[src/hdl/lfps_pkg.sv]
package lfps_pkg;

    localparam int SENSOR_COUNT   = 8;
    localparam int IGNORED_SENSOR = 5;
    localparam int CFG_IDX_W      = 3;
    localparam int CFG_DATA_W     = 24;

    typedef logic signed [4:0] t_weight;

    localparam t_weight SENSOR_WEIGHTS [SENSOR_COUNT] = '{
        5'sd8, 5'sd4, 5'sd2, 5'sd1, -5'sd1, 5'sd0, -5'sd4, -5'sd8
    };

    // Operating modes.
    localparam logic [1:0] MODE_IDLE = 2'd0;
    localparam logic [1:0] MODE_WAIT = 2'd1;
    localparam logic [1:0] MODE_RUN  = 2'd2;

    // Configuration register indexes.
    localparam logic [CFG_IDX_W-1:0] CFG_KP       = 3'd0;
    localparam logic [CFG_IDX_W-1:0] CFG_KI       = 3'd1;
    localparam logic [CFG_IDX_W-1:0] CFG_KD       = 3'd2;
    localparam logic [CFG_IDX_W-1:0] CFG_CENTER   = 3'd3;
    localparam logic [CFG_IDX_W-1:0] CFG_DUTY_MAX = 3'd4;
    localparam logic [CFG_IDX_W-1:0] CFG_DUTY_MIN = 3'd5;
    localparam logic [CFG_IDX_W-1:0] CFG_WAIT     = 3'd6;

    // Register reset values.
    localparam logic [23:0] KP_RST       = 24'd65536;
    localparam logic [23:0] KI_RST       = 24'd131072;
    localparam logic [23:0] KD_RST       = 24'd66;
    localparam logic [7:0]  CENTER_RST   = 8'd80;
    localparam logic [7:0]  DUTY_MAX_RST = 8'd90;
    localparam logic [7:0]  DUTY_MIN_RST = 8'd70;
    localparam logic [15:0] WAIT_RST     = 16'd1000;

    // floor(x / 6) = (x * RECIP_SIX) >> RECIP_SHIFT for every x below 2**19.
    localparam logic [23:0] RECIP_SIX   = 24'd349526;
    localparam int          RECIP_SHIFT = 21;

    typedef struct packed {
        logic [23:0] kp;
        logic [23:0] ki;
        logic [23:0] kd;
        logic [7:0]  center_init;
        logic [7:0]  duty_max;
        logic [7:0]  duty_min;
        logic [15:0] wait_ticks;
    } t_cfg;

    typedef struct packed {
        logic capture;
        logic load_init;
        logic do_err;
        logic do_int;
        logic do_c0;
        logic do_c1;
        logic do_scale;
        logic do_recip;
        logic do_limit;
    } t_dp_cmd;

    typedef struct packed {
        logic line_in;
    } t_dp_stat;

endpackage

[src/hdl/lfps_regs.sv]
module lfps_regs import lfps_pkg::*; (
    input  logic                  i_clk,
    input  logic                  i_rst_n,
    input  logic                  i_cfg_valid,
    output logic                  o_cfg_ready,
    input  logic [CFG_IDX_W-1:0]  i_cfg_index,
    input  logic [CFG_DATA_W-1:0] i_cfg_data,
    output t_cfg                  o_cfg
);

    t_cfg r_cfg;

    assign o_cfg_ready = 1'b1;
    assign o_cfg       = r_cfg;

    always_ff @(posedge i_clk) begin
        if (!i_rst_n) begin
            r_cfg.kp          <= KP_RST;
            r_cfg.ki          <= KI_RST;
            r_cfg.kd          <= KD_RST;
            r_cfg.center_init <= CENTER_RST;
            r_cfg.duty_max    <= DUTY_MAX_RST;
            r_cfg.duty_min    <= DUTY_MIN_RST;
            r_cfg.wait_ticks  <= WAIT_RST;
        end else if (i_cfg_valid) begin
            case (i_cfg_index)
                CFG_KP:       r_cfg.kp          <= i_cfg_data;
                CFG_KI:       r_cfg.ki          <= i_cfg_data;
                CFG_KD:       r_cfg.kd          <= i_cfg_data;
                CFG_CENTER:   r_cfg.center_init <= i_cfg_data[7:0];
                CFG_DUTY_MAX: r_cfg.duty_max    <= i_cfg_data[7:0];
                CFG_DUTY_MIN: r_cfg.duty_min    <= i_cfg_data[7:0];
                CFG_WAIT:     r_cfg.wait_ticks  <= i_cfg_data[15:0];
                default: begin
                end
            endcase
        end
    end

endmodule

[config.mk]
export PLATFORM = sky130hd
export DESIGN_NAME = lfps_regs
export DESIGN_NICKNAME = d
export VERILOG_FILES = /design/src/hdl/lfps_pkg.sv /design/src/hdl/lfps_regs.sv
export SDC_FILE = /design/constraint.sdc
export NUM_CORES = 1
export LEC_CHECK = 0
export BUFFER_PORTS_ARGS = -buffer_cell sky130_fd_sc_hd__buf_2
export CAP_MARGIN = 0
export CORE_UTILIZATION = 45
export DETAILED_ROUTE_END_ITERATION = 6
export PLACE_DENSITY = 0.72
export SYNTH_ARGS = -nofsm -noshare
export SYNTH_HDL_FRONTEND = slang
export SYNTH_SLANG_ARGS = --single-unit
[constraint.sdc]
create_clock -name i_clk -period 1.3 [get_ports i_clk]
set_clock_uncertainty 0.15 [all_clocks]
set_input_delay 0 -clock i_clk [delete_from_list [all_inputs] [get_ports i_clk]]
set_output_delay 0 -clock i_clk [all_outputs]
set_load 0.005 [all_outputs]
==> results.txt <==
* Antenna violations before repair: 0
- Setup slack on the worst reg-to-reg path comes out at 0.03 ns.
- Summing over every cut layer, the via total after detailed routing is 3535.
- Total Negative Setup Slacks: 0 ns
- Post-synthesis average cell area: 10.4 um2
- In this run the tool buffered the top-level ports with 141 buffer cells.
* Launch point of the critical path: o_cfg[100]
- For this run, design rule violations remaining after detail routing come to 0.
- In this run the critical register-to-register path is launched from o_cfg[100].
- Number of failing hold endpoints at the final stage: 0
- For this design the ratio of total power to cell area is 1050 nW/um2.
- Iteration count of the initial detailed-routing pass: 4
* GRT overflow: 0
- Post-synthesis sequential area ratio: 52.2%
- Detailed router's first-iteration violation count: 106
* Final RePlAce weighted congestion: 0.773
- Height of the die: 99.7 um
* Flip-flop count of the largest register, all copies and words added: 112
* CTS sink count: 112
- Classification of the worst-slack hold path: in -> reg
- Traced cell by cell, the critical path runs through nand2_1, dlygate4sd3_1, mux2i_1.
* Clock tree from TritonCTS: done
* Net switching power: 1.51 mW
- Startpoint kind of the worst setup timing path: register
* Required time at the worst-slack endpoint: 1.44 ns
* Die X: 99.7 um
* Synthesized instance count: 412
- Starting density of the core: 46.5%
- Post-detailed-route count of antenna-violating nets: 0
- Vias in the first global route: 3651
* Power share of the combinational group: 10.2%
- Reg power frac: 58.8%
* Worst path max stage delay: 0.56 ns
* Final critical path time including I/O delays and setup: 1.27 ns
- Total power: 6.04 mW
* Unrepaired setup endpoints after global routing: no
* Maximum count of clock buffers along a single path: 2
- Total Wirelength: 11500 um
- CTS placed an instance of sky130_fd_sc_hd__clkbuf_8 at the clock tree root.
- Clock latency on the worst-skew pair, taken at its later pin, is 0.35 ns.
* Achievable Freq: 785 MHz
- Sw Share: 25.0%
- The first global-routing pass estimated 17900 um of wire.
- Routed via count divided by cell count: 4.90
* Worst-path fanout max: 2
* Period Utilization, post-route: 98.0%
- Core Footprint: 9240 um2
* Detailed-placement wirelength estimate: 7400 um
- Relative to the synthesized area, the layout overhead comes to 33.9%.
- The post-route netlist has 32.1% of its cells at a drive strength greater than 1.
* Nature of the critical path endpoint: register
- After synthesis the netlist holds a flip-flop and latch count of 112.
- The startpoint identified for the worst hold timing path is i_rst_n.
* Total GRT Usage: 23.2%
- Max VDD drop: 514 uV
- Count of unique library cells instantiated by Yosys: 18
- Setup violations remaining at the end of the flow were counted as 0.
- Yosys printed 0 warnings.
- Max-cap violations: 0
* Clock-pin slew on the worst setup and hold paths: 0.11 ns
- Pin placement for this block handled 143 I/O pins.
- Total number of placement rows: 35
- Largest net degree at the start of global routing: 25
* Worst EP arrival: 1.41 ns
* Synthesized Nets: 442
- Run status: completed
- The critical path in this run is classified as reg -> reg.
- Clock buffers created by TritonCTS: 9
- Final Max Slew Viols: 0
- The die covers 9950 um2.
* Cell type of the slowest stage on the worst timing path: sky130_fd_sc_hd__dlygate4sd3_1
- Internal power comes to 4.52 mW.
- Final layout net count: 618
- CTS HTree Levels: 3
- Antenna diode instance count: 0
* Combined area of all synthesized cells: 4300 um2
* Wirelength per Cell: 15.9 um
* Clock share of power: 31.0%
- Leakage power figure: 2.82 nW
cell usage in the layout, fill, tap and decap left out, drive strengths merged:
master	n
nor2b	30
nor4b	1
clkinvlp	2
nand4bb	2
nand2	117
and4b	1
dlymetal6s4s	2
dlygate4sd3	33
buf	161
dfxtp	112
conb	1
nand4b	3
clkinv	2
clkbuf	10
and4bb	2
inv	1
mux2i	112
cell type report:
cell class / count / area, um2
multi-input cells: 269 / 1870
fillers: 783 / 3480
clock buffers: 10 / 128
clock inverters: 5 / 43.8
flip-flops and latches: 112 / 2250
repair buffers: 196 / 1300
well taps: 129 / 161
Yosys cell counts:
| cell | number | area (um2) |
|---|---|---|
| sky130_fd_sc_hd__buf_4 | 5 | 37.5 |
| sky130_fd_sc_hd__and4b_1 | 1 | 10.0 |
| sky130_fd_sc_hd__buf_6 | 1 | 11.3 |
| sky130_fd_sc_hd__conb_1 | 1 | 3.75 |
| sky130_fd_sc_hd__nand2_1 | 117 | 439 |
| sky130_fd_sc_hd__buf_8 | 2 | 30.0 |
| sky130_fd_sc_hd__nand4b_1 | 3 | 26.3 |
| sky130_fd_sc_hd__mux2i_1 | 112 | 1120 |
| sky130_fd_sc_hd__buf_2 | 6 | 30.0 |
| sky130_fd_sc_hd__and4bb_2 | 1 | 12.5 |
| sky130_fd_sc_hd__clkbuf_1 | 14 | 52.6 |
| sky130_fd_sc_hd__and4bb_1 | 1 | 12.5 |
| sky130_fd_sc_hd__nand4bb_1 | 2 | 22.5 |
| sky130_fd_sc_hd__nor4b_2 | 1 | 15.0 |
| sky130_fd_sc_hd__buf_12 | 2 | 40.0 |
| sky130_fd_sc_hd__nor2b_1 | 30 | 188 |
| sky130_fd_sc_hd__dfxtp_1 | 112 | 2240 |
| sky130_fd_sc_hd__buf_1 | 1 | 3.75 |
routing by layer:
metal | track usage [%] | vias up | routed length (um)
li1 | - | 1701 | -
met1 | 27.8 | 1690 | 4960
met2 | 40.2 | 114 | 5690
met3 | 4.08 | 30 | 508
met4 | 11.0 | 0 | 288
met5 | 0 | - | 0
repair_timing:
action / 4_1_cts / 5_1_grt
setup buffers: 0 / 0
hold endpoints to repair: 109 / 7
resized for setup: 0 / 13
setup endpoints to repair: 0 / 26
hold buffers: 42 / 4
power groups by stage:
stage	Sequential [mW]	Clock, mW	Combinational (mW)
3_3_place_gp	3.62	0	0.506
4_1_cts	3.54	1.92	0.608
5_1_grt	3.56	2.05	0.664
2_1_floorplan	3.63	0	0.268
6_report	3.55	1.87	0.616
3_5_place_dp	3.62	0	0.518
worst paths after layout:
kind,endpoint,depth (start not counted)
hold reg to reg,o_cfg[110],2
setup / recovery,o_cfg[100],3
setup reg to reg,o_cfg[100],3
hold / removal,o_cfg[48],4
per-stage QoR:
step | cells | hold slack (ns) | setup WS (ns) | area [um2] | util, %
2_1_floorplan | 412 | 0.0104 | 0.330 | 4300 | -
3_3_place_gp | 671 | 0.121 | 0.151 | 5210 | 56.4
3_5_place_dp | 671 | 0.137 | 0.0647 | 5210 | 56.4
4_1_cts | 728 | 0.00305 | 0.0173 | 5810 | 62.8
5_1_grt | 721 | 0.0183 | 0.00580 | 5760 | 62.3
6_report | 721 | 0.0198 | 0.0256 | 5760 | 62.3
kinds of logic (layout without fill, tap and decap cells):
family                 Yosys count  count (layout)  synth area share (%)
AND/OR/NAND/NOR                156             156                  16.9
multiplexers                   112             112                  26.1
buffers and inverters           31             211                  4.77
flip-flops                     112             112                  52.2
other                            1               1                0.0873
critical path: cells and delay by family (launching register included):
kind | cells | cell delay [ns]
flip-flops | 1 | 0.34
buffers and inverters | 1 | 0.56
multiplexers | 1 | 0.11
AND/OR/NAND/NOR | 1 | 0.05
Power figures use the tool's default switching activity.
