### config.mk
export PLATFORM = sky130hd
export DESIGN_NAME = lfps_ctrl
export DESIGN_NICKNAME = d
export VERILOG_FILES = /design/src/hdl/lfps_pkg.sv /design/src/hdl/lfps_ctrl.sv
export SDC_FILE = /design/constraint.sdc
export NUM_CORES = 1
export LEC_CHECK = 0
export BUFFER_PORTS_ARGS = -buffer_cell sky130_fd_sc_hd__clkbuf_2
export CORE_MARGIN = 10
export CORE_UTILIZATION = 30
export DETAILED_ROUTE_END_ITERATION = 8
export GPL_TIMING_DRIVEN = 1
export MAX_ROUTING_LAYER = met4
export PLACE_DENSITY = 0.47
export RECOVER_POWER = 25
export SYNTH_ARGS = -nofsm -noshare
export SYNTH_HDL_FRONTEND = slang
export SYNTH_SLANG_ARGS = --single-unit
export TNS_END_PERCENT = 1
### constraint.sdc
create_clock -name i_clk -period 3.4 [get_ports i_clk]
set_input_delay 0.51 -clock i_clk [delete_from_list [all_inputs] [get_ports i_clk]]
set_output_delay 0.51 -clock i_clk [all_outputs]
set_load 0.01 [all_outputs]
### src/hdl/lfps_pkg.sv
package lfps_pkg;

    localparam int SENSOR_COUNT   = 8;
    localparam int IGNORED_SENSOR = 5;
    localparam int CFG_IDX_W      = 3;
    localparam int CFG_DATA_W     = 24;

    typedef logic signed [4:0] t_weight;

    localparam t_weight SENSOR_WEIGHTS [SENSOR_COUNT] = '{
        5'sd8, 5'sd4, 5'sd2, 5'sd1, -5'sd1, 5'sd0, -5'sd4, -5'sd8
    };

    // Operating modes.
    localparam logic [1:0] MODE_IDLE = 2'd0;
    localparam logic [1:0] MODE_WAIT = 2'd1;
    localparam logic [1:0] MODE_RUN  = 2'd2;

    // Configuration register indexes.
    localparam logic [CFG_IDX_W-1:0] CFG_KP       = 3'd0;
    localparam logic [CFG_IDX_W-1:0] CFG_KI       = 3'd1;
    localparam logic [CFG_IDX_W-1:0] CFG_KD       = 3'd2;
    localparam logic [CFG_IDX_W-1:0] CFG_CENTER   = 3'd3;
    localparam logic [CFG_IDX_W-1:0] CFG_DUTY_MAX = 3'd4;
    localparam logic [CFG_IDX_W-1:0] CFG_DUTY_MIN = 3'd5;
    localparam logic [CFG_IDX_W-1:0] CFG_WAIT     = 3'd6;

    // Register reset values.
    localparam logic [23:0] KP_RST       = 24'd65536;
    localparam logic [23:0] KI_RST       = 24'd131072;
    localparam logic [23:0] KD_RST       = 24'd66;
    localparam logic [7:0]  CENTER_RST   = 8'd80;
    localparam logic [7:0]  DUTY_MAX_RST = 8'd90;
    localparam logic [7:0]  DUTY_MIN_RST = 8'd70;
    localparam logic [15:0] WAIT_RST     = 16'd1000;

    // floor(x / 6) = (x * RECIP_SIX) >> RECIP_SHIFT for every x below 2**19.
    localparam logic [23:0] RECIP_SIX   = 24'd349526;
    localparam int          RECIP_SHIFT = 21;

    typedef struct packed {
        logic [23:0] kp;
        logic [23:0] ki;
        logic [23:0] kd;
        logic [7:0]  center_init;
        logic [7:0]  duty_max;
        logic [7:0]  duty_min;
        logic [15:0] wait_ticks;
    } t_cfg;

    typedef struct packed {
        logic capture;
        logic load_init;
        logic do_err;
        logic do_int;
        logic do_c0;
        logic do_c1;
        logic do_scale;
        logic do_recip;
        logic do_limit;
    } t_dp_cmd;

    typedef struct packed {
        logic line_in;
    } t_dp_stat;

endpackage

### src/hdl/lfps_ctrl.sv
module lfps_ctrl import lfps_pkg::*; (
    input  logic        i_clk,
    input  logic        i_rst_n,
    input  logic        i_in_valid,
    output logic        o_in_ready,
    input  t_dp_stat    i_stat,
    input  logic [15:0] i_wait_ticks,
    input  logic        i_slot_free,
    output t_dp_cmd     o_cmd,
    output logic        o_done,
    output logic        o_servo_write,
    output logic [1:0]  o_mode_now
);

    localparam logic [3:0] ST_IDLE  = 4'd0;
    localparam logic [3:0] ST_ERR   = 4'd1;
    localparam logic [3:0] ST_INT   = 4'd2;
    localparam logic [3:0] ST_C0    = 4'd3;
    localparam logic [3:0] ST_C1    = 4'd4;
    localparam logic [3:0] ST_SCALE = 4'd5;
    localparam logic [3:0] ST_RECIP = 4'd6;
    localparam logic [3:0] ST_LIMIT = 4'd7;
    localparam logic [3:0] ST_DONE  = 4'd8;

    logic [3:0]  r_state, n_state;
    logic [1:0]  r_mode, n_mode;
    logic [15:0] r_wait_cnt, n_wait_cnt;
    logic [1:0]  r_mode_now, n_mode_now;
    logic        r_servo_wr, n_servo_wr;
    logic [15:0] w_wait_inc;
    logic        w_accept;

    assign w_accept   = i_in_valid && (r_state == ST_IDLE);
    assign w_wait_inc = (r_wait_cnt != 16'hFFFF) ? (r_wait_cnt + 16'd1) : r_wait_cnt;

    always_comb begin
        n_state    = r_state;
        n_mode     = r_mode;
        n_wait_cnt = r_wait_cnt;
        n_mode_now = r_mode_now;
        n_servo_wr = r_servo_wr;
        o_cmd      = '0;
        case (r_state)
            ST_IDLE: begin
                if (i_in_valid) begin
                    o_cmd.capture = 1'b1;
                    n_mode_now    = r_mode;
                    n_servo_wr    = 1'b0;
                    n_state       = ST_DONE;
                    case (r_mode)
                        MODE_IDLE: begin
                            o_cmd.load_init = 1'b1;
                            n_servo_wr      = 1'b1;
                            n_wait_cnt      = '0;
                            n_mode          = MODE_WAIT;
                        end
                        MODE_WAIT: begin
                            n_wait_cnt = w_wait_inc;
                            if (w_wait_inc >= i_wait_ticks) begin
                                n_mode = MODE_RUN;
                            end
                        end
                        MODE_RUN: begin
                            if (i_stat.line_in) begin
                                n_state = ST_ERR;
                            end
                        end
                        default: begin
                        end
                    endcase
                end
            end
            ST_ERR: begin
                o_cmd.do_err = 1'b1;
                n_state      = ST_INT;
            end
            ST_INT: begin
                o_cmd.do_int = 1'b1;
                n_state      = ST_C0;
            end
            ST_C0: begin
                o_cmd.do_c0 = 1'b1;
                n_state     = ST_C1;
            end
            ST_C1: begin
                o_cmd.do_c1 = 1'b1;
                n_state     = ST_SCALE;
            end
            ST_SCALE: begin
                o_cmd.do_scale = 1'b1;
                n_state        = ST_RECIP;
            end
            ST_RECIP: begin
                o_cmd.do_recip = 1'b1;
                n_state        = ST_LIMIT;
            end
            ST_LIMIT: begin
                o_cmd.do_limit = 1'b1;
                n_state        = ST_DONE;
            end
            ST_DONE: begin
                if (i_slot_free) begin
                    n_state = ST_IDLE;
                end
            end
            default: begin
                n_state = ST_IDLE;
            end
        endcase
    end

    always_ff @(posedge i_clk) begin
        if (!i_rst_n) begin
            r_state    <= ST_IDLE;
            r_mode     <= MODE_IDLE;
            r_wait_cnt <= '0;
            r_mode_now <= MODE_IDLE;
            r_servo_wr <= 1'b0;
        end else begin
            r_state    <= n_state;
            r_mode     <= n_mode;
            r_wait_cnt <= n_wait_cnt;
            r_mode_now <= n_mode_now;
            r_servo_wr <= n_servo_wr;
        end
    end

    assign o_in_ready    = (r_state == ST_IDLE);
    assign o_done        = (r_state == ST_DONE);
    assign o_servo_write = r_servo_wr;
    assign o_mode_now    = r_mode_now;

    // A control tick that sees the line must start the PID sequence.
    a_run_starts: assert property (@(posedge i_clk) disable iff (!i_rst_n)
        (w_accept && (r_mode == MODE_RUN) && i_stat.line_in) |=> (r_state == ST_ERR))
        else $error("control tick with line did not start the PID sequence");

    // Once control has started, only reset leaves it.
    a_run_sticks: assert property (@(posedge i_clk) disable iff (!i_rst_n)
        (r_mode == MODE_RUN) |=> (r_mode == MODE_RUN))
        else $error("left control mode without reset");

    // The start-up counter and the mode only move on an accepted tick.
    a_wait_stable: assert property (@(posedge i_clk) disable iff (!i_rst_n)
        !w_accept |=> $stable(r_wait_cnt) && $stable(r_mode))
        else $error("mode or wait counter changed without a transfer");

endmodule

==> flow_metrics.tcl, run 1 <==
set metrics [dict create \
    yosys_register_bits 25 \
    max-clock-path-buffers 2 \
    power.net_switching_uw 274 \
    hold_path.class "reg2reg" \
    slew_headroom_pct 53.8 \
    vias_per_cell 5.37 \
    arrival_ns 3.26 \
    tightest_slew_ns 0.693 \
    fin_nets 345 \
    grt_max_degree 15 \
    hold_slack_ns 0.463 \
    synth_edf_count 0 \
    layout-drive-gt1-share_pct 15.4 \
    outcome "complete, no violations" \
    antenna_found_initial 0 \
    area_growth_pct 14.0 \
    layout_commonest_cell "clkbuf_2" \
    min_period_over_period_pct 91.0 \
    ir_drop_mv 0.171 \
    clk_pin_slew_worst_paths_ns 0.10 \
    async_reset_ff_share_pct 0 \
    worst-setup-path-type "reg2reg" \
    power.leakage_uw 0.00103 \
    yosysUniqueCellTypes 58 \
    period_needed_ns 3.09 \
    cts_tree "done" \
    p_per_area_nw_per_um2 309 \
    final-setup-viol-count 0 \
    drtPass1Iterations 5 \
    synth.net_count 314 \
    grt_usage_pct 12.0 \
    grt-ovfl-total 0 \
    grt_pass1_vias 2002 \
    wirelength_um 6530 \
    ioPinCount 35 \
    numPortBuffers 34 \
    cts_hold_buf 0 \
    rsz0062_at_grt "no" \
    syn_inst 276 \
    num_vias 2158 \
    synth-main-ff-cell "dfxtp_1" \
    core_area_um2 6870 \
    swShare_pct 36.3 \
    cts_setup_buffers 0 \
    die_x_um 104 \
    tns_ns 0 \
    pwr-share-seq_pct 45.1 \
    clk-insertion-delay-late_ns 0.27 \
    die_h_um 104 \
    syn_area_per_cell_um2 7.75 \
    seq_area_frac_synth_pct 23.4 \
    final_hold_viol_count 0 \
    p_int_uw 480 \
    cts-root-buf "clkbuf_8" \
    path_max_fanout 10 \
    power_frac_comb_pct 30.5 \
    place.gp.congestion 0.899 \
    r2r_slack_ns 0.31 \
    drtIter0Drc 284 \
    cts-resized-gates 0 \
    std_cell_rows 30 \
    grt_pass1_wl_um 10700 \
    dp_hpwl_um 5110 \
    maxSlewViolCount 0 \
    clkSinkCount 25 \
    max_freq_ghz 0.323 \
    dieArea_um2 10900 \
    fin_skew_ns 0.00656 \
    clkPwrFrac_pct 24.4 \
    cp-end-kind "flip-flop" \
    mostFrequentLayoutCells "clkbuf_2, nand2_1, dfxtp_1, inv_1, ha_1" \
    wl_per_cell_um 16.2 \
    numCtsBuffers 3 \
    start_util_pct 31.1 \
    ant_nets 0 \
    netlist_area_um2 2140 \
    drc 0 \
    cap_viol_max_count 0 \
    worst_setup_path_start_kind "flip-flop" \
    antenna_cells 0 \
    ys.warnings.count 0 \
    cts.htree.levels 1 \
    crit_required_ns 3.56 \
]
[synth_stat cells, types with 2 or more instances]
| library cell | count | area, um2 |
|---|---|---|
| o2bb2ai_1 | 2 | 17.5 |
| ha_1 | 17 | 213 |
| or4b_1 | 4 | 40.0 |
| a41oi_1 | 2 | 17.5 |
| a21oi_1 | 13 | 65.1 |
| nor4_1 | 3 | 18.8 |
| nor2_1 | 13 | 48.8 |
| o21a_1 | 9 | 67.6 |
| a211oi_1 | 3 | 22.5 |
| and2_1 | 3 | 18.8 |
| nor3_1 | 9 | 45.0 |
| o31ai_1 | 3 | 22.5 |
| nand2_1 | 25 | 93.8 |
| clkbuf_1 | 12 | 45.0 |
| o311ai_1 | 2 | 17.5 |
| a32oi_1 | 2 | 17.5 |
| a22o_1 | 2 | 17.5 |
| o21ai_1 | 2 | 10.0 |
| a21o_1 | 3 | 22.5 |
| xor2_1 | 4 | 35.0 |
| buf_6 | 2 | 22.5 |
| and4_1 | 3 | 26.3 |
| xnor2_1 | 7 | 61.3 |
| inv_1 | 19 | 71.3 |
| nor2b_1 | 2 | 12.5 |
| nand4_1 | 9 | 56.3 |
| buf_2 | 3 | 15.0 |
| and3_1 | 4 | 25.0 |
| dfxtp_1 | 25 | 500 |
| o21ai_0 | 10 | 50.1 |
| a31oi_1 | 4 | 25.0 |
| nand2b_1 | 7 | 43.8 |
| o211ai_1 | 6 | 45.0 |
| nand3_1 | 15 | 75.1 |
| or3_1 | 4 | 25.0 |
[layer usage]
layer | up-vias | routed length (um) | GRT usage, %
met3 | 2 | 330 | 1.24
met2 | 71 | 2850 | 16.8
li1 | 1090 | - | -
met4 | 0 | 53 | 2.88
met5 | - | 0 | -
met1 | 995 | 3300 | 17.5
[critical path: stages, from the launching register on]
cell,delay (ns)
dfxtp_1,0.55
nand4_1,0.14
buf_4,0.19
nor4_1,0.53
xnor2_1,0.22
nand2_1,0.09
ha_1,0.31
nand4_1,0.13
or3_1,0.44
o311ai_1,0.29
o21ai_1,0.08
[flip-flops by register name (all words and copies together) (netlist names)]
signal         cells
r_wait_cnt        16
r_mode             2
o_mode_now         2
o_servo_write      1
r_state            4
[path summary, 6_finish.rpt]
kind	from	to	depth (start not counted)
min reg2reg	o_mode_now[0]	o_mode_now[0]	2
max	r_wait_cnt[7]	r_mode[0]	10
min	o_mode_now[0]	o_mode_now[0]	2
max reg2reg	r_wait_cnt[7]	r_mode[0]	10
[layout make-up]
class	count	area [um2]
fillers	749	4430
multi-input cells	213	1460
flip-flops and latches	25	500
repair buffers	43	230
well taps	96	120
inverters	21	80.1
clock buffers	3	41.3
clock inverters	1	5.00
[cells by family (layout without fill, tap and decap cells)]
family | Yosys count | in the layout | share of synthesized area [%]
buffers and inverters | 38 | 68 | 8.13
AND/OR/NAND/NOR | 108 | 108 | 28.7
flip-flops | 25 | 25 | 23.4
adder cells (fa/ha/maj) | 17 | 17 | 9.95
multiplexers | 1 | 1 | 0.527
AO/OA/AOI/OAI | 76 | 76 | 24.8
XOR/XNOR | 11 | 11 | 4.51
[power groups by stage]
stage	logic (uW)	registers, uW	clock network [uW]
2_1_floorplan	153	340	0
3_3_place_gp	240	347	0
3_5_place_dp	240	347	0
4_1_cts	241	341	190
5_1_grt	253	344	199
6_report	230	340	184
[metrics by stage]
stage | cell area, um2 | util, % | power, uW | cells | setup WS, ns
floorplan | 2140 | - | 493 | 276 | 0.405
global placement | 2410 | 35.1 | 588 | 398 | 0.353
detailed placement | 2410 | 35.1 | 587 | 398 | 0.315
CTS | 2460 | 35.8 | 771 | 402 | 0.279
global route | 2440 | 35.5 | 796 | 402 | 0.0205
finish | 2440 | 35.5 | 754 | 402 | 0.307
Note: power is estimated with default switching activity, not from simulation.
==> inputs of run 2 (changes only) <==
CORE_ASPECT_RATIO = 1.4   (was default)
==> flow_metrics.tcl, run 2 (synthesized netlist as in run 1, its figures left out) <==
set metrics [dict create \
    cp-end-kind "flip-flop" \
    cts_hold_buf 0 \
    outcome "complete, no violations" \
    area_growth_pct 14.4 \
    dr_wl_met3_um 328 \
    fin_nets 346 \
    power.leakage_uw 0.00104 \
    path_max_fanout 8 \
    cts_tree "done" \
    die_x_um 91.4 \
    grt_usage_pct 12.4 \
    layout_commonest_cell "clkbuf_2" \
    clkSinkCount 25 \
    ant_nets 0 \
    p_int_uw 482 \
    power.net_switching_uw 276 \
    arrival_ns 3.26 \
    top_regs "r_wait_cnt: 16 flops, r_state: 4 flops" \
    worst-setup-path-type "reg2reg" \
    die_h_um 120 \
    hold_path.class "reg2reg" \
    p_per_area_nw_per_um2 310 \
    antenna_found_initial 0 \
    n_fill_cell 781 \
    std_cell_rows 36 \
    swShare_pct 36.4 \
    r2r_slack_ns 0.32 \
    wirelength_um 6600 \
    grt_pass1_vias 2248 \
    final-setup-viol-count 0 \
    drtIter0Drc 164 \
    grt_pass1_wl_um 11100 \
    final_hold_viol_count 0 \
    min_period_over_period_pct 90.6 \
    drc 0 \
    ir_drop_mv 0.147 \
    maxSlewViolCount 0 \
    seq_area_um2 500 \
    top_register "r_wait_cnt" \
    place.gp.congestion 0.918 \
    max-clock-path-buffers 2 \
    final_util_pct 35.3 \
    crit_required_ns 3.58 \
    fin_skew_ns 0.00856 \
    hold_slack_ns 0.468 \
    period_needed_ns 3.08 \
    cts-resized-gates 0 \
    wl_per_cell_um 16.4 \
    power_frac_comb_pct 28.6 \
    rsz0062_at_grt "no" \
    numCtsBuffers 3 \
    cts_setup_buffers 0 \
    cap_viol_max_count 0 \
    worst_setup_path_start_kind "flip-flop" \
    fin_cells 402 \
    clkPwrFrac_pct 25.8 \
    grt_max_degree 16 \
    setup_slack_ns 0.321 \
    start_util_pct 30.8 \
    ioPinCount 35 \
    top_layer "met4" \
    dp_hpwl_um 5370 \
    max_freq_ghz 0.325 \
    place_inst 398 \
    vias_per_cell 5.37 \
    mostFrequentLayoutCells "clkbuf_2, nand2_1, dfxtp_1, inv_1, ha_1" \
    tns_ns 0 \
    clk-insertion-delay-late_ns 0.29 \
    multiInputGateArea_um2 1460 \
    slew_headroom_pct 57.9 \
    largest_reg_flops 16 \
    num_vias 2158 \
    tightest_slew_ns 0.621 \
    dr_wl_met2_um 3430 \
    dieArea_um2 11000 \
    antenna_cells 0 \
    core_area_um2 6940 \
    wl_met1_um 2660 \
    numPortBuffers 34 \
    cts-root-buf "clkbuf_8" \
    cts.htree.levels 1 \
    clk_pin_slew_worst_paths_ns 0.10 \
    pwr-share-seq_pct 45.6 \
    pre_cts_slack_ns 0.337 \
    drtPass1Iterations 4 \
    layout-drive-gt1-share_pct 15.6 \
    grt-ovfl-total 0 \
]
-- run 2: cell count changes in the layout (fill, tap and decap cells not counted), sizes merged --
cell / delta
clkinv: -1
clkinvlp: +1
buf: +1
-- run 2: per-stage QoR --
stage / power (uW) / area (um2)
final: 758 / 2450
after global routing: 807 / 2450
after CTS: 777 / 2470
after detailed placement: 582 / 2420
after global placement: 581 / 2420
after floorplan: 493 / 2140
-- run 2: final timing paths --
check | depth (start not counted) | startpoint | end
worst max register to register | 9 | r_wait_cnt[8] | r_mode[0]
worst min register to register | 2 | o_mode_now[0] | o_mode_now[0]
worst min-delay path | 2 | o_mode_now[0] | o_mode_now[0]
worst max-delay path | 9 | r_wait_cnt[8] | r_mode[0]
-- run 2: worst max-delay path, stage by stage (launching register included) --
cell	delay, ns
dfxtp_1	0.47
nand4_1	0.32
nor4_1	0.65
xnor2_1	0.22
nand2_1	0.08
ha_1	0.30
nand4_1	0.13
or3_1	0.44
o311ai_1	0.29
o21ai_1	0.08
-- run 2: layer usage --
metal | track usage (%) | vias up
met4 | 4.42 | 0
li1 | - | 1097
met2 | 22.5 | 56
met1 | 13.2 | 994
met5 | - | -
met3 | 2.18 | 11
-- run 2: power groups by stage --
stage                     registers, uW  clock network [uW]  logic [uW]
after floorplan                     340                   0         153
after global placement              351                   0         230
after detailed placement            351                   0         231
after CTS                           344                 201         232
after global routing                348                 212         247
final                               345                 196         217
-- run 2: area by class of cell --
| class | instances | area share [%] |
|---|---|---|
| clock buffers | 3 | 1.69 |
| clock inverters | 1 | 0.307 |
| inverters | 21 | 3.27 |
| multi-input cells | 213 | 59.7 |
| flip-flops and latches | 25 | 20.5 |
| well taps | 95 | 4.86 |
| repair buffers | 44 | 9.72 |
==> inputs of run 3 (changes only) <==
ABC_AREA = 1   (was default)
==> flow_metrics.tcl, run 3 <==
set metrics [dict create \
    outcome "complete, no violations" \
    crit_path_top_delay_cell "dfxtp_1" \
    yosysMostFrequentCell "nand2_1" \
    seq_area_frac_synth_pct 25.4 \
    clkPwrFrac_pct 29.5 \
    cp_num_buf_inv 3 \
    cts_setup_buffers 0 \
    ant_nets 0 \
    num_vias 1865 \
    grt_max_degree 16 \
    worst-setup-path-type "reg2reg" \
    maxSlewViolCount 0 \
    drtIter0Drc 79 \
    async_reset_ff_share_pct 0 \
    dp_hpwl_um 3950 \
    power_frac_comb_pct 20.8 \
    numCtsBuffers 3 \
    fin_nets 376 \
    layout-drive-gt1-share_pct 16.9 \
    yosysTopAreaCell "dfxtp_1" \
    top_regs "r_wait_cnt: 16 flops, r_state: 4 flops" \
    core_area_um2 6300 \
    tightest_slew_ns 0.901 \
    die_h_um 116 \
    ys.warnings.count 0 \
    hold_path.class "in2reg" \
    synth-main-ff-cell "dfxtp_1" \
    place.gp.congestion 0.792 \
    crit_required_ns 3.52 \
    vias_per_cell 4.56 \
    ir_drop_mv 0.127 \
    clk_pin_slew_worst_paths_ns 0.09 \
    grt_usage_pct 9.78 \
    yosysUniqueCellTypes 32 \
    netlist_area_um2 1970 \
    worst_setup_path_start_kind "flip-flop" \
    mostFrequentLayoutCells "nand2_1, inv_1, clkbuf_2, nor2_1, dfxtp_1" \
    largest_reg_flops 16 \
    cpPeakStageDelay_ns 0.41 \
    ioPinCount 35 \
    drc 0 \
    die_x_um 88.5 \
    grt-ovfl-total 0 \
    power.leakage_uw 0.00110 \
    wl_per_cell_um 11.3 \
    p_per_area_nw_per_um2 280 \
    path_common_cell "nand2_1" \
    numPortBuffers 34 \
    cp-end-kind "flip-flop" \
    min_period_over_period_pct 75.1 \
    antenna_cells 0 \
    fin_skew_ns 0.00160 \
    dieArea_um2 10300 \
    area_growth_pct 13.3 \
    drtPass1Iterations 4 \
    grt_pass1_wl_um 8090 \
    synth_area_leaders "dfxtp_1, nand2_1, ha_1" \
    swShare_pct 30.7 \
    synth.net_count 340 \
    syn_inst 302 \
    path_cells "ha_1 > nand2_1 > inv_1 > nand3_4 > nor2_4 > inv_2 > o21ai_0 > ha_1 > nand2_1 > inv_1 > nand2_1 > nor2_1 > nor2_1 > nand2_1 > nand2_1 > nand2_1 > nand2_1 > a21oi_1" \
    clk-insertion-delay-late_ns 0.27 \
    power.net_switching_uw 192 \
    cts-root-buf "clkbuf_8" \
    cts_tree "done" \
    final-setup-viol-count 0 \
    max_freq_ghz 0.392 \
    cts.htree.levels 1 \
    antenna_found_initial 0 \
    wirelength_um 4610 \
    synth_commonest_cells "nand2_1, inv_1, dfxtp_1, nor2_1" \
    syn_area_per_cell_um2 6.53 \
    slew_headroom_pct 39.9 \
    path_max_fanout 12 \
    clkSinkCount 25 \
    path_delay_family "simple AND/OR/NAND/NOR gates" \
    cap_viol_max_count 0 \
    rsz0062_at_grt "no" \
    final_util_pct 35.5 \
    grt_pass1_vias 1838 \
    setup_slack_ns 0.847 \
    final_hold_viol_count 0 \
    pwr-share-seq_pct 49.8 \
    cts-resized-gates 0 \
    arrival_ns 2.68 \
    yosys_register_bits 25 \
    start_util_pct 31.3 \
    top_register "r_wait_cnt" \
    cts_hold_buf 0 \
    layout_commonest_cell "nand2_1" \
    hold_slack_ns 0.468 \
    netlist.area_leader.share_pct 25.4 \
    std_cell_rows 34 \
    tns_ns 0 \
    period_needed_ns 2.55 \
    pre_cts_slack_ns 0.807 \
    p_int_uw 434 \
    synth_edf_count 0 \
    max-clock-path-buffers 2 \
]
run 3: changes by cell type in the layout (fill, tap and decap cells not counted), sizes merged, moves of 5 or more:
cell / change
nor2: +18
inv: +36
o21a: -8
nand2: +70
xnor2: -7
a21oi: +8
o211ai: -6
buf: -9
nand2b: -7
nand4: -6
xor2: +5
run 3: final timing paths:
check / from / to / slack (ns) / cells after the start
max: r_wait_cnt[0] / r_mode[1] / 0.85 / 18
min: i_rst_n / r_mode[0] / 0.47 / 3
max reg2reg: r_wait_cnt[0] / r_mode[1] / 0.85 / 18
min reg2reg: o_mode_now[0] / o_mode_now[0] / 0.47 / 2
run 3: tightest hold or removal path, stage by stage:
cell	delay [ns]
clkbuf_1	0.09
nand2_1	0.06
nor2_1	0.03
run 3: cells by family (layout without fill, tap and decap cells):
| logic type | after synthesis | after routing | share of synthesized area (%) |
|---|---|---|---|
| adder cells (fa/ha/maj) | 17 | 17 | 10.8 |
| flip-flops | 25 | 25 | 25.4 |
| buffers and inverters | 62 | 97 | 12.7 |
| AND/OR/NAND/NOR | 152 | 152 | 36.3 |
| XOR/XNOR | 9 | 9 | 4.00 |
| AO/OA/AOI/OAI | 37 | 37 | 10.9 |
run 3: final cells by class:
type / instances / area [um2]
fillers: 712 / 4060
multi-input cells: 215 / 1210
flip-flops and latches: 25 / 500
inverters: 58 / 219
repair buffers: 35 / 169
well taps: 72 / 90.1
clock buffers: 4 / 45.0
run 3: layer usage:
metal  GRT usage (%)  vias to the layer above  share of wire (%)
li1                -                     1013                  -
met1            10.5                      823                 42
met2            17.5                       23                 53
met3            1.62                        6                3.6
met4            3.35                        0                1.6
met5               -                        -                  0
run 3: power by group through the flow:
stage / Combinational (uW) / Clock (uW) / Sequential, uW
finish: 130 / 184 / 311
global route: 150 / 199 / 315
global placement: 137 / 0 / 318
detailed placement: 138 / 0 / 319
CTS: 139 / 192 / 312
floorplan: 94.0 / 0 / 319
run 3: metrics by stage:
stage               cells  power (uW)  area [um2]
finish                409         626        2240
detailed placement    405         457        2210
global route          409         663        2240
CTS                   409         642        2260
floorplan             302         413        1970
global placement      405         456        2210
